File: src/design/clook_pkg.sv
// Shared types and defaults for the C-LOOK request queue.
// Used by clook_cell and clook_request_queue_unit; no dependencies.
package clook_pkg;

  // Default sizes, handed down through the top-level parameters
  localparam int DEF_QUEUE_DEPTH = 32;
  localparam int DEF_SECTOR_BITS = 48;
  localparam int DEF_TAG_BITS    = 8;

  localparam int FUNC_BITS   = 2;
  localparam int STATUS_BITS = 3;

  // Request function codes (s_tuser)
  typedef enum logic [FUNC_BITS-1:0] {
    FN_ADD      = 2'd0,
    FN_DISPATCH = 2'd1,
    FN_REMOVE   = 2'd2,
    FN_NONE     = 2'd3
  } func_t;

  // Result status codes (m_tuser)
  typedef enum logic [STATUS_BITS-1:0] {
    ST_ADDED      = 3'd0,
    ST_DISPATCHED = 3'd1,
    ST_IDLE       = 3'd2,
    ST_FULL       = 3'd3,
    ST_REMOVED    = 3'd4,
    ST_NOTFOUND   = 3'd5
  } status_t;

  // Broadcast control from the top level to every cell
  typedef struct packed {
    logic add;      // insert the new request at its sorted place
    logic pop;      // dispatch: every cell takes its right neighbor
    logic rm;       // remove: cells at or past the first match shift left
    logic s_below;  // new sector lies below the head
  } cell_ctrl_t;

endpackage

File: src/design/clook_cell.sv
// One slot of the sorted C-LOOK queue: holds a request and moves it to
// a neighbor on insert or delete. Depends on clook_pkg.
module clook_cell #(
  parameter int SECTOR_BITS = clook_pkg::DEF_SECTOR_BITS,
  parameter int TAG_BITS    = clook_pkg::DEF_TAG_BITS
) (
  input  logic                      clk,
  input  logic                      rst,
  input  clook_pkg::cell_ctrl_t     ctrl,
  input  logic [SECTOR_BITS-1:0]    head,
  input  logic [SECTOR_BITS-1:0]    ins_sector,
  input  logic                      ins_wr,
  input  logic [TAG_BITS-1:0]       ins_tag,
  input  logic                      rm_shift,
  // left neighbor
  input  logic                      left_cond,
  input  logic                      left_valid,
  input  logic [SECTOR_BITS-1:0]    left_sector,
  input  logic                      left_wr,
  input  logic [TAG_BITS-1:0]       left_tag,
  // right neighbor
  input  logic                      right_valid,
  input  logic [SECTOR_BITS-1:0]    right_sector,
  input  logic                      right_wr,
  input  logic [TAG_BITS-1:0]       right_tag,
  // this slot
  output logic                      valid,
  output logic [SECTOR_BITS-1:0]    sector,
  output logic                      wr,
  output logic [TAG_BITS-1:0]       tag,
  output logic                      cond,
  output logic                      match
);
  import clook_pkg::*;

  logic                   c_below;
  logic                   s_lt_c;
  logic                   valid_next;
  logic [SECTOR_BITS-1:0] sector_next;
  logic                   wr_next;
  logic [TAG_BITS-1:0]    tag_next;

  // Insert-here test; monotone along the chain, empty slots always pass
  always_comb begin
    c_below = sector < head;
    s_lt_c  = ins_sector < sector;
    cond    = !valid || (ctrl.s_below ? (c_below && s_lt_c) : (c_below || s_lt_c));
    match   = valid && (tag == ins_tag);
  end

  // Next slot contents
  always_comb begin
    valid_next  = valid;
    sector_next = sector;
    wr_next     = wr;
    tag_next    = tag;
    if (ctrl.add && cond) begin
      if (left_cond) begin
        valid_next  = left_valid;
        sector_next = left_sector;
        wr_next     = left_wr;
        tag_next    = left_tag;
      end else begin
        valid_next  = 1'b1;
        sector_next = ins_sector;
        wr_next     = ins_wr;
        tag_next    = ins_tag;
      end
    end else if (ctrl.pop || (ctrl.rm && rm_shift)) begin
      valid_next  = right_valid;
      sector_next = right_sector;
      wr_next     = right_wr;
      tag_next    = right_tag;
    end
  end

  always_ff @(posedge clk) begin
    if (rst) begin
      valid <= 1'b0;
    end else begin
      valid <= valid_next;
    end
    sector <= sector_next;
    wr     <= wr_next;
    tag    <= tag_next;
  end

endmodule

File: config.mk
export PLATFORM = sky130hd
export DESIGN_NAME = clook_cell
export DESIGN_NICKNAME = d
export VERILOG_FILES = /design/src/design/clook_pkg.sv /design/src/design/clook_cell.sv
export SDC_FILE = /design/constraint.sdc
export NUM_CORES = 1
export LEC_CHECK = 0
export ABC_AREA = 0
export BUFFER_PORTS_ARGS = -buffer_cell sky130_fd_sc_hd__buf_4
export CAP_MARGIN = 40
export CELL_PAD_IN_SITES_DETAIL_PLACEMENT = 0
export CELL_PAD_IN_SITES_GLOBAL_PLACEMENT = 1
export CORE_MARGIN = 3
export CORE_UTILIZATION = 38
export CTS_BUF_LIST = sky130_fd_sc_hd__clkbuf_8
export DETAILED_ROUTE_END_ITERATION = 6
export PLACE_DENSITY_LB_ADDON = 0.3
export SLEW_MARGIN = 15
export SYNTH_ARGS = -nofsm -noshare
export SYNTH_HDL_FRONTEND = slang
export SYNTH_SLANG_ARGS = --single-unit
File: constraint.sdc
create_clock -name clk -period 7.8 [get_ports clk]
set_input_delay 0.78 -clock clk [delete_from_list [all_inputs] [get_ports clk]]
set_output_delay 0.78 -clock clk [all_outputs]
set_load 0.005 [all_outputs]
Word-level counts from Yosys, hierarchy flattened

Index checks and enable logic that the tools add are counted.

Equal/unequal tests: 1
Mux-type cells: 13
Reductions and logical operators: 9
Order comparisons: 2

Operators by type and width:

| operator            | count |
|---|---|
| two-way mux 48 bit  | 3 |
| < comparator 48 bit | 2 |
| two-way mux 8 bit   | 3 |
| == test 8 bit       | 1 |
| two-way mux 1 bit   | 7 |
| logical AND 1 bit   | 4 |
| logical OR 1 bit    | 3 |
| nonzero test 2 bit  | 1 |
| zero test 1 bit     | 1 |

Logic and storage cells: 29
Bits in registers: 58
Output and inout port bits: 60

Longest topological paths before layout

Gate-level depths: netlist of the first run.

Word-level depth: 6
Gate-level depth with buffers: 13

Worst setup path after synthesis of the first run

Ideal clock, no wire load.

Kind: input to register
Start point: input port ins_sector[42]
End point: register sector[0], enable pin
Setup slack: 3.102 ns
Arrival time: 3.914 ns
Stages on the path: 11
Library setup time: 0.784 ns
Path buffers: 3
Cells stage by stage: ha_1 -> nand4_1 -> or4_1 -> nor2_1 -> o311a_1 -> o32ai_2 -> and3_1 -> buf_2 -> buf_6 -> buf_6 -> nand3b_1

Word-level cells in the longest chain between the ends: 6
Elaborated cells between the ends (all ways): 7

RTL lines:

| what                                                  | line             | RTL |
|---|---|---|
| from (decl)                                           | clook_cell.sv:11 | `input logic [SECTOR_BITS-1:0] ins_sector,` |
| < comparator 48 bit (*)                               | clook_cell.sv:46 | `s_lt_c = ins_sector < sector;` |
| logical OR 1 bit or logical AND 1 bit (tied branches) | clook_cell.sv:47 | `cond = !valid \|\| (ctrl.s_below ? (c_below && s_lt_c) : (c_below \|\| s_lt_c));` |
| two-way mux 1 bit (*)                                 | clook_cell.sv:47 |  |
| logical OR 1 bit (*)                                  | clook_cell.sv:47 |  |
| logical AND 1 bit (*)                                 | clook_cell.sv:57 | `if (ctrl.add && cond) begin` |
| nonzero test 2 bit (no line) (*)                      | --               |  |
| to (signal assigned)                                  | clook_cell.sv:83 | `sector <= sector_next;` |
| to (decl)                                             | clook_cell.sv:28 | `output logic [SECTOR_BITS-1:0] sector,` |

Every way passes the cells marked *; elsewhere a longest branch is shown, timed or not.
A chain may end at the register's enable or synchronous reset.

Final worst setup path of the first run

Start point: input port ins_sector[22]
End point: output port cond

Word-level cells in the longest chain between the ends: 4
Elaborated cells between the ends (all ways): 5

RTL lines:

| what                                                  | line             | RTL |
|---|---|---|
| < comparator 48 bit (*)                               | clook_cell.sv:46 |  |
| logical OR 1 bit or logical AND 1 bit (tied branches) | clook_cell.sv:47 |  |
| two-way mux 1 bit (*)                                 | clook_cell.sv:47 |  |
| logical OR 1 bit (*)                                  | clook_cell.sv:47 |  |
| to (decl)                                             | clook_cell.sv:31 | `output logic cond,` |

Marks and branches as above.

==> results of run 1 <==
-- power breakdown --
part,leakage [nW],switching (mW),internal (mW)
Combinational,3.93,0.379,0.418
Sequential,0.596,0.0744,0.451
Clock,0.0939,0.138,0.144
-- cell usage after synthesis, types with 4 or more instances --
cell type and instances:
a211oi_1 6, a21o_1 12, a21oi_1 30, a221o_1 58, buf_1 5, buf_2 4, buf_6 6, clkbuf_1 16
edfxtp_1 57, ha_1 94, inv_1 152, mux2_2 57, nand2_1 19, nand2b_1 60, nand3_1 10, nand4_1 15
nor2_1 17, o21ai_0 63, xnor2_1 5
-- stage by stage --
stage               utilization  hold slack [ns]  setup slack (ns)
global route              0.542            0.584              3.52
finish                    0.542            0.595              3.77
CTS                       0.542            0.567              3.68
detailed placement        0.531            0.654              3.72
global placement          0.530            0.646              3.74
floorplan                     -            0.537              3.10
-- flip-flops by register name, summed over array words and instances, names as in the netlist --
| name | cells |
|---|---|
| sector | 48 |
| wr | 1 |
| valid | 1 |
| tag | 8 |
-- logic make-up (layout without fill, tap and decap cells) --
logic type | after synthesis | count (layout)
XOR/XNOR | 8 | 8
flip-flops | 58 | 58
AND/OR/NAND/NOR | 138 | 138
adder cells (fa/ha/maj) | 94 | 94
multiplexers | 57 | 57
AO/OA/AOI/OAI | 191 | 191
buffers and inverters | 183 | 461
-- worst min path at each step --
stage | startpoint | to | slack (ns) | cells past startpoint
floorplan | valid | valid | 0.54 | 2
global placement | valid | valid | 0.65 | 2
detailed placement | valid | valid | 0.65 | 2
CTS | rst | valid | 0.57 | 2
global route | rst | valid | 0.58 | 2
finish | rst | valid | 0.59 | 2
-- worst max-delay path: cells and delay by family --
family	cells	cell delay, ns
and+or+nand+nor	3	0.70
buffers and inverters	3	0.36
AOI/OAI and AO/OA	4	1.09
adders and majority gates	1	0.31
-- layout make-up --
type	count	share of cell area
clock buffer	9	0.0137
clock inverter	7	0.00665
inverter	152	0.0632
multi-input combinational	488	0.448
sequential	58	0.192
tap	220	0.0305
timing repair buffer	293	0.246
-- layer usage --
layer | routed length, microns | up-vias | global-route usage
met5 | 0 | - | 0
met4 | 407 | 0 | 0.0687
met3 | 1430 | 22 | 0.0408
met2 | 10200 | 211 | 0.376
met1 | 9080 | 2909 | 0.282
li1 | - | 3174 | -
-- cells in the final DEF, fill, tap and decap left out, types with 5 or more instances in the layout --
master / netlist / final
nand3_1: 10 / 10
nor2_1: 17 / 17
inv_1: 152 / 152
nand2b_1: 60 / 59
mux2_2: 57 / 57
ha_1: 94 / 94
a21o_1: 12 / 12
a21oi_1: 30 / 30
a221o_1: 58 / 58
nand4_1: 15 / 15
o21ai_0: 63 / 63
clkbuf_8: 0 / 9
a211oi_1: 6 / 6
nand2_1: 19 / 19
xnor2_1: 5 / 5
buf_4: 0 / 292
edfxtp_1: 57 / 57
==> run metrics, run 1 <==
XOR/XNOR share of the synthesized area 0.0108; Post-Syn Nets 1,052; WS Path Type input port to output pin; max cap viols 0; worst setup path startpoint ins_sector[22]; Post-CTS Resized 0; mux cell area share after synthesis 0.0987; drt pass-1 iters 5; row cnt 47; Remaining DRCs 0; Synth Area in Simple Gates 0.119; RSZ-0062 raised after global routing false; HP Class input port to flip-flop; crit-path most repeated cell buf_4; die height 137 microns; clk_skew 0.0211 ns; Clock Tree Buf Depth 2; Hold Buf Count CTS 0; Area after DPL 0.00884 sq mm; post-synthesis compound-gate area fraction 0.211; CP Launch Type input port; status finished, final reports clean; Static Leak 4.62 nW; largest family of logic cells by synthesized area compound AO/OA/AOI/OAI gates; final net count 1,325; Async SR Flop Fraction 0; CP peak stage delay 0.52 ns; cell area after layout 0.00903 sq mm; Critical-path top delay cell a21boi_4; first-pass GRT wire length 31,900 microns; period utilisation layout 0.517; drt wl/cell 17.2 microns; Sequential cell area 0.00173 sq mm; H-tree levels 3; CTS sink count 58; Worst EP required 7.02 ns; FF-to-FF End sector[42]; relative slew slack 0.449; EDFF count, synth 57; Worst R2R Path Depth 11; RePlAce Congestion 0.824; Peak VDD IR 82.2 uV; r2r startpoint sector[21]; Worst Tran Pin Value 0.827 ns; critical path, cell by cell buf_4 > ha_1 > nand4_1 > nor4_2 > nand2_1 > a31oi_1 > o311a_1 > o32ai_2 > a21boi_4 > inv_1 > buf_4; R2R Setup Slk 4.18 ns; share of cells above drive strength 1 0.368; Final Max Tran Viols 0; Via density 5.15; Pwr Density 178 mW/mm^2; # port buffers 288; max frequency 248 MHz; post-synth top area cell edfxtp_1; number of buffers created by CTS 9; dpl cells 1,211; register area share after synthesis 0.266; flops & latches, synth 58; Non-Filler Instances 1,227; ANT cells 0; final setup vio count 0; top_reg_cell synth edfxtp_1; clock latency on the worst-skew pair 0.37 ns; Synth Instances 729; area of the multi-input gates 0.00405 sq mm; Hold Vio Cnt, Final 0; post-DP HPWL 16,400 microns; CP endpoint cond; sum of negative setup slack 0 ns; Tmin final 4.03 ns; area grow syn2layout 38.8%; grt total ovfl 0; CTS clock-pin slew for the worst setup and hold paths 0.06 ns; Core Area 0.0166 sq mm; Netlist cell types 48; Filler Cell Count 1,587; Power Total 1.60 mW; I/O pin count 289; CTS tree yes; Die Width 137 microns; vias in the first global route 6,092; die area 0.0187 sq mm; post-synth top area share 0.263; CP Max Fanout 16; Avg Cell Area, Syn 8.92 sq um; Starting Density 0.391; Post-Syn Area 0.00650 sq mm; initial antenna violation count 0; total number of vias 6,316; largest net degree at the start of global routing 63; Arrival @ worst endpoint 3.25 ns; ranking of synthesized cells by area edfxtp_1 (26%), ha_1 (18%), mux2_2 (9.9%); Post-CTS Setup Repair Bufs 0; Ys Warns 0; total track usage 0.220; Initial DRC Count 323; Synth Area in Adders 0.181; CP endpoint kind output pin; total routed wirelength 21,200 microns; Antenna Violating Nets Remaining 0; CTS root buffer clkbuf_8
No activity file was read; power rests on OpenSTA's default activity.
==> run 2: changes to the inputs <==
--- a/config.mk
+++ b/config.mk
@@ -11,7 +11,7 @@
 export CELL_PAD_IN_SITES_DETAIL_PLACEMENT = 0
 export CELL_PAD_IN_SITES_GLOBAL_PLACEMENT = 1
 export CORE_MARGIN = 3
-export CORE_UTILIZATION = 38
+export CORE_UTILIZATION = 36
 export CTS_BUF_LIST = sky130_fd_sc_hd__clkbuf_8
 export DETAILED_ROUTE_END_ITERATION = 6
 export PLACE_DENSITY_LB_ADDON = 0.3
==> constraint.sdc (replaced) <==
create_clock -name clk -period 3.9 [get_ports clk]
set_input_delay 0.39 -clock clk [delete_from_list [all_inputs] [get_ports clk]]
set_output_delay 0.39 -clock clk [all_outputs]
set_load 0.005 [all_outputs]
==> run metrics, run 2 (synthesis gave the netlist of run 1 again) <==
share of cells above drive strength 1 0.372 (+0.00323); Logic pwr share 0.498 (about the same); worst setup path startpoint sector[18]; area of the multi-input gates 0.00405 sq mm (+0.15%); Peak VDD IR 148 uV (+79%); Die Width 140 microns (+2.6%); dpl cells 1,218 (+0.58%); clock latency on the worst-skew pair 0.36 ns (about the same); Top Registers sector: 48 flops, tag: 8 flops; max frequency 278 MHz; RePlAce Congestion 0.789 (-4.3%); Sw Ratio 0.366 (-0.00315); Hold Vio Cnt, Final 0 (unchanged); initial antenna violation count 0 (unchanged); HP Class input port to flip-flop; # port buffers 288 (unchanged); drt wl/cell 17.0 microns (-1.2%); die area 0.0197 sq mm (+5.3%); FF-to-FF End sector[46]; CTS sink count 58 (unchanged); Final Max Tran Viols 0 (unchanged); Non-Filler Instances 1,234 (+0.57%); Via density 5.10 (-0.90%); H-tree levels 3 (unchanged); Remaining DRCs 0 (unchanged); most frequent cells in the layout buf_4 (293), inv_1 (153), ha_1 (94), o21ai_0 (63), nand2b_1 (59); Initial DRC Count 258 (-20%); CP endpoint kind output pin; NetSw 1.17 mW (+98%); total number of vias 6,295 (-0.33%); first-pass GRT wire length 32,100 microns (+0.69%); CP endpoint cond; setup ws final 0.308 ns (-3.46 ns); Starting Density 0.372 (-0.0187); Reg power frac 0.328 (about the same); Worst EP required 3.51 ns (-3.51 ns); commonest non-fill, non-tap cell in the layout buf_4; die height 140 microns (+2.6%); row cnt 48 (+2.1%); Core Area 0.0175 sq mm (+5.0%); Pwr Density 354 mW/mm^2 (+99%); DP Worst Slack 0.440 ns (-3.28 ns); Arrival @ worst endpoint 3.20 ns (-0.05 ns); RSZ-0062 raised after global routing false; CTS root buffer clkbuf_8; total routed wirelength 21,000 microns (-0.63%); Sequential cell area 0.00173 sq mm (unchanged); Static Leak 4.64 nW (+0.37%); post-DP HPWL 16,400 microns (+0.17%); Post-CTS Setup Repair Bufs 0 (unchanged); drt pass-1 iters 4 (-1); WS Path Type flip-flop to output pin; CTS clock-pin slew for the worst setup and hold paths 0.07 ns (about the same); CTS tree yes; ANT cells 0 (unchanged); period utilisation layout 0.921; Worst R2R Path Depth 10 (-1); register name with the most flops sector; final setup vio count 0 (unchanged); Int Power 2.03 mW (+100%); Worst Tran Pin Value 0.840 ns (+0.0124 ns); I/O pin count 289 (unchanged); max reg flops 48 (unchanged); status finished, final reports clean; Antenna Violating Nets Remaining 0 (unchanged); CP Launch Type flip-flop; final net count 1,327 (+0.15%); clk_skew 0.0137 ns (-0.00739 ns); number of buffers created by CTS 9 (unchanged); vias in the first global route 5,996 (-1.6%); R2R Setup Slk 0.48 ns (-3.70 ns); clock network fraction of design power 0.175 (about the same); Clock Tree Buf Depth 2 (unchanged); CP Max Fanout 24 (+8); total track usage 0.204 (-0.0156); Filler Cell Count 1,689 (+6.4%); relative slew slack 0.440 (-0.00824); r2r startpoint sector[29]; max cap viols 0 (unchanged); largest net degree at the start of global routing 63 (unchanged); grt total ovfl 0 (unchanged); Worst Hold Depth 2 (unchanged); area grow syn2layout 39.3%; Tmin final 3.59 ns
-- run 2: what timing repair did --
action                     4_1_cts  5_1_grt
setup endpoints to repair        0        1
resized for setup                0        1
hold buffers                     0        0
-- run 2: metrics by stage --
step | util | power, mW | TNS (ns) | hold slack [ns] | instance area [sq um]
final | 0.518 | 3.20 | 0 | 0.198 | 9060
after global routing | 0.518 | 3.48 | 0 | 0.184 | 9060
after CTS | 0.518 | 3.24 | 0 | 0.169 | 9050
after detailed placement | 0.507 | 2.67 | 0 | 0.564 | 8870
after global placement | 0.507 | 2.65 | 0 | 0.566 | 8870
after floorplan | - | 1.95 | -24.55 | 0.473 | 6500
-- run 2: area by class of cell --
| type | count | share of cell area |
|---|---|---|
| timing repair buffer | 295 | 0.247 |
| sequential | 58 | 0.191 |
| multi-input combinational | 488 | 0.447 |
| inverter | 152 | 0.0630 |
| tap | 225 | 0.0311 |
| clock inverter | 7 | 0.00677 |
| clock buffer | 9 | 0.0137 |
-- run 2: power by group through the flow --
stage | Sequential (mW) | Clock (mW) | Combinational [mW]
2_1_floorplan | 1.04 | 0 | 0.915
3_3_place_gp | 1.07 | 0 | 1.58
3_5_place_dp | 1.06 | 0 | 1.61
4_1_cts | 1.05 | 0.577 | 1.61
5_1_grt | 1.07 | 0.604 | 1.80
6_report | 1.05 | 0.559 | 1.59
-- run 2: worst min path at each step --
stage | start | endpoint | slack, ns
2_1_floorplan | rst | valid | 0.47
3_3_place_gp | rst | valid | 0.57
3_5_place_dp | rst | valid | 0.56
4_1_cts | rst | valid | 0.17
5_1_grt | rst | valid | 0.18
6_report | rst | valid | 0.20
-- run 2: metal layers --
metal | GRT usage | vias up | wire length [microns]
li1 | - | 3174 | -
met1 | 0.257 | 2880 | 8990
met2 | 0.349 | 208 | 10100
met3 | 0.0372 | 33 | 1340
met4 | 0.0775 | 0 | 638
met5 | 0 | - | 0
-- run 2: critical path: stages (launching register included) --
cell and delay [ns]:
edfxtp_1 0.43, inv_1 0.07, ha_1 0.30, nand4_1 0.18
nor4_2 0.37, nand2_1 0.16, a31oi_2 0.27, o311a_1 0.25
o32ai_2 0.14, a21boi_4 0.16, buf_4 0.30, inv_1 0.07
buf_4 0.14
